File: config.mk
export PLATFORM = sky130hd
export DESIGN_NAME = joint_velocity_limit_scaler
export DESIGN_NICKNAME = d
export VERILOG_FILES = /design/src/rtl/core/jvls_pkg.sv /design/src/rtl/core/jvls_divider.sv /design/src/rtl/core/joint_velocity_limit_scaler.sv
export SDC_FILE = /design/constraint.sdc
export NUM_CORES = 1
export LEC_CHECK = 0
export ABC_AREA = 1
export BUFFER_PORTS_ARGS = -buffer_cell sky130_fd_sc_hd__buf_2
export CELL_PAD_IN_SITES_DETAIL_PLACEMENT = 0
export CELL_PAD_IN_SITES_GLOBAL_PLACEMENT = 1
export CORE_MARGIN = 2
export CORE_UTILIZATION = 45
export DETAILED_ROUTE_END_ITERATION = 6
export PLACE_DENSITY = 0.75
export SYNTH_ARGS = -nofsm -noshare
export SYNTH_HDL_FRONTEND = slang
export SYNTH_SLANG_ARGS = --single-unit
File: constraint.sdc
create_clock -name clk -period 9.15 [get_ports clk]
set_clock_uncertainty 0.2 [all_clocks]
set_input_delay 1.83 -clock clk [delete_from_list [all_inputs] [get_ports clk]]
set_output_delay 1.83 -clock clk [all_outputs]
set_load 0.05 [all_outputs]
File: src/rtl/core/jvls_pkg.sv
// Shared constants and types for the joint velocity limit scaler.
package jvls_pkg;

	localparam int VALUE_BITS = 32;
	localparam int SCALE_BITS = 17;
	localparam int QUOT_BITS  = 16;
	localparam int CNT_BITS   = $clog2(QUOT_BITS + 1);

	localparam logic [SCALE_BITS-1:0] SCALE_ONE    = SCALE_BITS'(1) << QUOT_BITS;
	localparam logic [SCALE_BITS-1:0] OVERRIDE_MIN = SCALE_BITS'(655);

	typedef enum logic [2:0] {
		ST_IDLE,
		ST_CLAMP,
		ST_PREP,
		ST_DIV,
		ST_FINISH
	} jvls_state_t;

	typedef struct packed {
		logic busy;
		logic done;
	} jvls_div_stat_t;

endpackage

File: src/rtl/core/jvls_divider.sv
// Radix-2 restoring divider: floor(num * 2^QUOT_BITS / den) for num < den.
module jvls_divider (
	input  logic                                  clk,
	input  logic                                  arst_n,
	input  logic                                  start,
	input  logic [jvls_pkg::VALUE_BITS-1:0]       num,
	input  logic [jvls_pkg::VALUE_BITS-1:0]       den,
	output jvls_pkg::jvls_div_stat_t              stat,
	output logic [jvls_pkg::QUOT_BITS-1:0]        quotient
);
	import jvls_pkg::*;

	logic                  busy_q;
	logic                  done_q;
	logic [CNT_BITS-1:0]   cnt_q;
	logic [VALUE_BITS-1:0] rem_q;
	logic [VALUE_BITS-1:0] den_q;
	logic [QUOT_BITS-1:0]  quo_q;
	logic [VALUE_BITS+1:0] diff;
	logic                  borrow;

	assign diff   = {1'b0, rem_q, 1'b0} - {2'b00, den_q};
	assign borrow = diff[VALUE_BITS+1];

	always_ff @(posedge clk or negedge arst_n) begin
		if (!arst_n) begin
			busy_q <= 1'b0;
			done_q <= 1'b0;
			cnt_q  <= '0;
		end else begin
			done_q <= 1'b0;
			if (start) begin
				busy_q <= 1'b1;
				cnt_q  <= CNT_BITS'(QUOT_BITS);
			end else if (busy_q) begin
				cnt_q <= cnt_q - CNT_BITS'(1);
				if (cnt_q == CNT_BITS'(1)) begin
					busy_q <= 1'b0;
					done_q <= 1'b1;
				end
			end
		end
	end

	always_ff @(posedge clk) begin
		if (start) begin
			rem_q <= num;
			den_q <= den;
			quo_q <= '0;
		end else if (busy_q) begin
			if (borrow) begin
				rem_q <= {rem_q[VALUE_BITS-2:0], 1'b0};
			end else begin
				rem_q <= diff[VALUE_BITS-1:0];
			end
			quo_q <= {quo_q[QUOT_BITS-2:0], ~borrow};
		end
	end

	assign stat.busy = busy_q;
	assign stat.done = done_q;
	assign quotient  = quo_q;

`ifndef SYNTHESIS
	a_start_idle: assert property (@(posedge clk) disable iff (!arst_n)
		start |-> !busy_q) else $error("divider started while busy");
	a_rem_below_den: assert property (@(posedge clk) disable iff (!arst_n)
		busy_q |-> rem_q < den_q) else $error("partial remainder not below divisor");
	a_done_after_busy: assert property (@(posedge clk) disable iff (!arst_n)
		done_q |-> $past(busy_q) && !busy_q) else $error("done without a finished run");
`endif

endmodule

File: src/rtl/core/joint_velocity_limit_scaler.sv
// Top level: per-list minimum of velocity limit scaling factors.
//
//  channel  | handshake              | payload
//  ---------+------------------------+------------------------------------------------
//  input    | in_valid / in_stall    | velocity, min_velocity, max_velocity,
//           |                        | velocity_limited, last_variable
//  output   | out_valid / out_stall  | scale_factor (Q1.16, 65536 = 1.0)
//  config   | override_scale_we      | override_scale
//
// One item per transfer; in_stall holds off the next item until the current one is
// finished, which takes longer when the ratio needs the divider.
// Reset clears the override, the list state and the output valid flag.
// A last item waits in its final state until the output register is free.
module joint_velocity_limit_scaler (
	input  logic                                   clk,
	input  logic                                   arst_n,
	input  logic                                   override_scale_we,
	input  logic [jvls_pkg::SCALE_BITS-1:0]        override_scale,
	input  logic                                   in_valid,
	output logic                                   in_stall,
	input  logic signed [jvls_pkg::VALUE_BITS-1:0] velocity,
	input  logic signed [jvls_pkg::VALUE_BITS-1:0] min_velocity,
	input  logic signed [jvls_pkg::VALUE_BITS-1:0] max_velocity,
	input  logic                                   velocity_limited,
	input  logic                                   last_variable,
	output logic                                   out_valid,
	input  logic                                   out_stall,
	output logic [jvls_pkg::SCALE_BITS-1:0]        scale_factor
);
	import jvls_pkg::*;

	jvls_state_t state_q, state_d;

	logic [SCALE_BITS-1:0]        override_q;
	logic signed [VALUE_BITS-1:0] vel_q, lo_q, hi_q, clamp_q;
	logic                         limited_q, last_q;
	logic [SCALE_BITS-1:0]        min_q;
	logic                         in_list_q;
	logic                         out_valid_q;
	logic [SCALE_BITS-1:0]        scale_q;

	logic                         accept;
	logic [SCALE_BITS-1:0]        start_val;
	logic signed [VALUE_BITS-1:0] clamp_val;
	logic [VALUE_BITS-1:0]        num_mag, den_mag;
	logic                         ratio_zero;
	logic                         active;
	logic                         out_free;
	logic                         fold_en;
	logic [SCALE_BITS-1:0]        fold_val;
	logic                         div_start;
	logic                         emit;
	jvls_div_stat_t               div_stat;
	logic [QUOT_BITS-1:0]         div_quo;

	assign accept   = in_valid && !in_stall;
	assign in_stall = (state_q != ST_IDLE);
	assign out_free = !out_valid_q || !out_stall;

	always_comb begin
		if (override_q < OVERRIDE_MIN || override_q > SCALE_ONE) begin
			start_val = SCALE_ONE;
		end else begin
			start_val = override_q;
		end
	end

	always_comb begin
		if (vel_q < lo_q) begin
			clamp_val = lo_q;
		end else if (hi_q < vel_q) begin
			clamp_val = hi_q;
		end else begin
			clamp_val = vel_q;
		end
	end

	assign num_mag    = clamp_q[VALUE_BITS-1] ? VALUE_BITS'(-clamp_q) : VALUE_BITS'(clamp_q);
	assign den_mag    = vel_q[VALUE_BITS-1] ? VALUE_BITS'(-vel_q) : VALUE_BITS'(vel_q);
	assign ratio_zero = (clamp_q == '0) || (clamp_q[VALUE_BITS-1] != vel_q[VALUE_BITS-1]);
	assign active     = limited_q && (vel_q != '0);

	always_comb begin
		state_d   = state_q;
		fold_en   = 1'b0;
		fold_val  = SCALE_ONE;
		div_start = 1'b0;
		emit      = 1'b0;
		case (state_q)
			ST_IDLE: begin
				if (accept) begin
					state_d = ST_CLAMP;
				end
			end
			ST_CLAMP: begin
				state_d = ST_PREP;
			end
			ST_PREP: begin
				state_d = ST_FINISH;
				if (active) begin
					if (ratio_zero) begin
						fold_en  = 1'b1;
						fold_val = '0;
					end else if (num_mag >= den_mag) begin
						fold_en  = 1'b1;
						fold_val = SCALE_ONE;
					end else begin
						div_start = 1'b1;
						state_d   = ST_DIV;
					end
				end
			end
			ST_DIV: begin
				if (div_stat.done) begin
					fold_en  = 1'b1;
					fold_val = SCALE_BITS'(div_quo);
					state_d  = ST_FINISH;
				end
			end
			ST_FINISH: begin
				if (!last_q) begin
					state_d = ST_IDLE;
				end else if (out_free) begin
					emit    = 1'b1;
					state_d = ST_IDLE;
				end
			end
			default: begin
				state_d = ST_IDLE;
			end
		endcase
	end

	always_ff @(posedge clk or negedge arst_n) begin
		if (!arst_n) begin
			state_q     <= ST_IDLE;
			override_q  <= '0;
			in_list_q   <= 1'b0;
			out_valid_q <= 1'b0;
			min_q       <= '0;
		end else begin
			state_q <= state_d;
			if (override_scale_we) begin
				override_q <= override_scale;
			end
			if (accept && !in_list_q) begin
				min_q     <= start_val;
				in_list_q <= 1'b1;
			end else if (fold_en && fold_val < min_q) begin
				min_q <= fold_val;
			end
			if (emit) begin
				in_list_q   <= 1'b0;
				out_valid_q <= 1'b1;
			end else if (!out_stall) begin
				out_valid_q <= 1'b0;
			end
		end
	end

	always_ff @(posedge clk) begin
		if (accept) begin
			vel_q     <= velocity;
			lo_q      <= min_velocity;
			hi_q      <= max_velocity;
			limited_q <= velocity_limited;
			last_q    <= last_variable;
		end
		if (state_q == ST_CLAMP) begin
			clamp_q <= clamp_val;
		end
		if (emit) begin
			scale_q <= min_q;
		end
	end

	jvls_divider u_div (
		.clk      (clk),
		.arst_n   (arst_n),
		.start    (div_start),
		.num      (num_mag),
		.den      (den_mag),
		.stat     (div_stat),
		.quotient (div_quo)
	);

	assign out_valid    = out_valid_q;
	assign scale_factor = scale_q;

`ifndef SYNTHESIS
	a_min_bounded: assert property (@(posedge clk) disable iff (!arst_n)
		in_list_q |-> min_q <= SCALE_ONE) else $error("running minimum above one");
	a_div_running: assert property (@(posedge clk) disable iff (!arst_n)
		state_q == ST_DIV |-> div_stat.busy || div_stat.done)
		else $error("waiting on an idle divider");
	a_emit_list: assert property (@(posedge clk) disable iff (!arst_n)
		emit |-> in_list_q && last_q) else $error("result outside a list");
	a_out_bounded: assert property (@(posedge clk) disable iff (!arst_n)
		out_valid_q |-> scale_q <= SCALE_ONE) else $error("scale factor above one");
`endif

endmodule

==> metrics <==
critical path class=register to register; Min Clock Period, post-route=5.23 ns; synth top area cells=edfxtp_1 36%, nand2_1 12%, ha_1 10%; RSZ-0062 raised after global routing=false; most frequent cells after synthesis=559 x nand2_1, 318 x inv_1, 211 x edfxtp_1, 168 x nand3_1, 161 x nor2_1; Worst EP arrival=around 5.3 ns; share of cells above drive strength 1=a little under an eighth; initial antenna violation count=0; top_reg_cell synth=edfxtp_1; final instance area=0.0198 mm^2; gr usage total=between 20% and 30%; max_slew headroom=approximately a quarter; power density over the cells=roughly 320 mW/mm^2; synthesis-to-layout area growth=12.1%; fillers=3723; Worst Setup Start Kind=register; MaxCap Viol Count=0; # clock sinks=about 270; setup_tns=0 ns; buffers from clock root to sink, at most=3; Critical Path Sink Type=register; LEAKAGE=9.28 nW; # diodes=0; CTS tree=yes; initial core utilization=a little under half; r2r setup slk=between 3 and 4 ns; Post-CTS Setup Repair Bufs=0; DP Worst Slack=3.95 ns; post-synth top area share=between 30% and 40%; FMAX=around 0.19 GHz; library cells used by synthesis=50; Hold Violations, Final=0; status=finished, final reports clean; clk slew on worst S/H paths=roughly 0.060 ns; worst skew pair latency=a little under 0.6 ns; Die Height=202 um; Post-Synthesis Cells=roughly 2100; largest net degree at the start of global routing=83; Iter 0 DRT Violations=between 900 and 1000; total CTS buffers=31; most frequent CP cell=nand2_1; actual slew at the worst max-slew pin=between 1 and 1.5 ns; Post-Route WL=45300 um; register area share after synthesis=44.1%; via count=roughly 14000; Max VDD drop=roughly 0.00017 V; EDFF count, synth=211; Detail Route Antenna Nets=0; count leader, synth=nand2_1; Chip Width=about 200 um; Cell Area, Placed=0.0189 mm^2; vias in the first global route=approximately 14000; io pins=139; post-route setup slack=a little under 4 ns; Post-synth ARST share=about 17%; Vias/cell=5.02; average cell area after synthesis=a little over 8 um^2; wire length per cell=16.1 um; Slew Viols, Final=0; period utilization=a little under three fifths; slowest stage cell, crit path=edfxtp_1; Critical Path RT=between 9 and 10 ns; CTS root buf=clkbuf_16; Yosys Warn Count=0; Rows=72; Layout Nets=roughly 2500; core area=about 0.039 mm^2; H-tree Lvls=1; Port Buf Inserts=138; maximum fanout along the worst path=56; Overflow after GRT=0; full die area=roughly 0.04 mm^2; CTS Hold Buffers Added=0; synthesized area=between 0.015 and 0.02 mm^2; crit-path max cell delay=between 0.4 and 0.5 ns; hpwl dp=between 30000 and 40000 um; Final Wtd Congestion=about 0.86; area leader, netlist=edfxtp_1; post-synthesis sequential element count=approximately 270; multi-input logic area=about 0.0084 mm^2; Final Setup Violations=0; DRC=0; cts repair resizes=0; TritonRoute pass-1 iters=5; Hold Crit Class=register to register; flip-flop and latch area=~0.0078 mm^2; global-route wire length before repair=around 73000 um; Synthesized Nets=between 2000 and 2500
-- report_power, final --
group / switching (mW) / internal, mW
clock network: 0.510 / 0.686
logic: 2.03 / 1.03
registers: 0.265 / 1.87
total: 2.80 / 3.58
-- layout by cell type, fill, tap and decap left out, types with 46 or more instances in the layout --
| cell | Yosys | final |
|---|---|---|
| dfrtp_1 | 46 | 46 |
| inv_1 | 318 | 318 |
| a21oi_1 | 102 | 102 |
| nor2_1 | 161 | 159 |
| nand2_1 | 559 | 559 |
| ha_1 | 145 | 145 |
| o21ai_0 | 101 | 101 |
| buf_2 | 17 | 138 |
| nand3_1 | 168 | 168 |
| edfxtp_1 | 211 | 211 |
-- worst paths after layout --
| check | start | end | depth (start not counted) |
|---|---|---|---|
| max in group asynchronous | arst_n | min_q[0]$_DFFE_PN0P_ | 1 |
| max | vel_q[1]$_DFFE_PP_ | u_div.rem_q[24]$_DFFE_PP_ | 27 |
| min | min_q[12]$_DFFE_PN0P_ | scale_factor[12]$_DFFE_PP_ | 0 |
| max reg2reg | vel_q[1]$_DFFE_PP_ | u_div.rem_q[24]$_DFFE_PP_ | 27 |
| min in group asynchronous | arst_n | min_q[15]$_DFFE_PN0P_ | 1 |
| min reg2reg | min_q[12]$_DFFE_PN0P_ | scale_factor[12]$_DFFE_PP_ | 0 |
-- cell families after synthesis --
logic type / Yosys count / synth area share (%)
multiplexers: 10 / 0.637
adder cells (fa/ha/maj): 146 / 10.4
AND/OR/NAND/NOR: 1001 / 24.4
AO/OA/AOI/OAI: 265 / 8.39
XOR/XNOR: 71 / 3.56
flip-flops: 273 / 44.1
buffers and inverters: 378 / 8.47
-- routing by layer --
metal | vias to the layer above | GRT usage [%] | part of all wire, %
li1 | 7334 | - | -
met1 | 6475 | 33.4 | 51
met2 | 289 | 34.3 | 43
met3 | 61 | 2.24 | 3.9
met4 | 0 | 5.21 | 2.3
met5 | - | 0 | 0
-- layout make-up --
class                           instances  area share, %
Clock inverter                         21          0.940
Sequential cell                       273           39.4
Inverter                              327           6.20
Multi-Input combinational cell       1493           42.3
Timing Repair Buffer                  149           3.90
Clock buffer                           37           4.02
Tap cell                              518           3.27
-- worst max-delay path: cells and delay by family, from the launching register on --
family	cells	cell delay, ns
AND/OR/NAND/NOR	15	2.17
flip-flops	1	0.42
AO/OA/AOI/OAI	2	0.24
adder cells (fa/ha/maj)	2	0.43
XOR/XNOR	1	0.23
buffers and inverters	7	1.22
-- sequential cells by signal (all words and copies together) (netlist names), 16 cells and up --
| register | flops |
|---|---|
| scale_factor | 17 |
| clamp_q | 32 |
| u_div.quotient | 16 |
| lo_q | 32 |
| u_div.den_q | 32 |
| vel_q | 32 |
| u_div.rem_q | 32 |
| min_q | 17 |
| override_q | 17 |
| hi_q | 32 |
-- per-stage QoR --
| stage | hold WS [ns] | instances | utilization (%) | power [mW] |
|---|---|---|---|---|
| after floorplan | 0.247 | 2144 | - | 4.38 |
| after global placement | 0.263 | 2760 | 48.7 | 5.15 |
| after detailed placement | 0.263 | 2760 | 48.7 | 5.19 |
| after CTS | 0.279 | 2818 | 51.2 | 6.42 |
| after global routing | 0.299 | 2818 | 51.2 | 6.97 |
| final | 0.274 | 2818 | 51.2 | 6.38 |
Power figures use the tool's default switching activity.
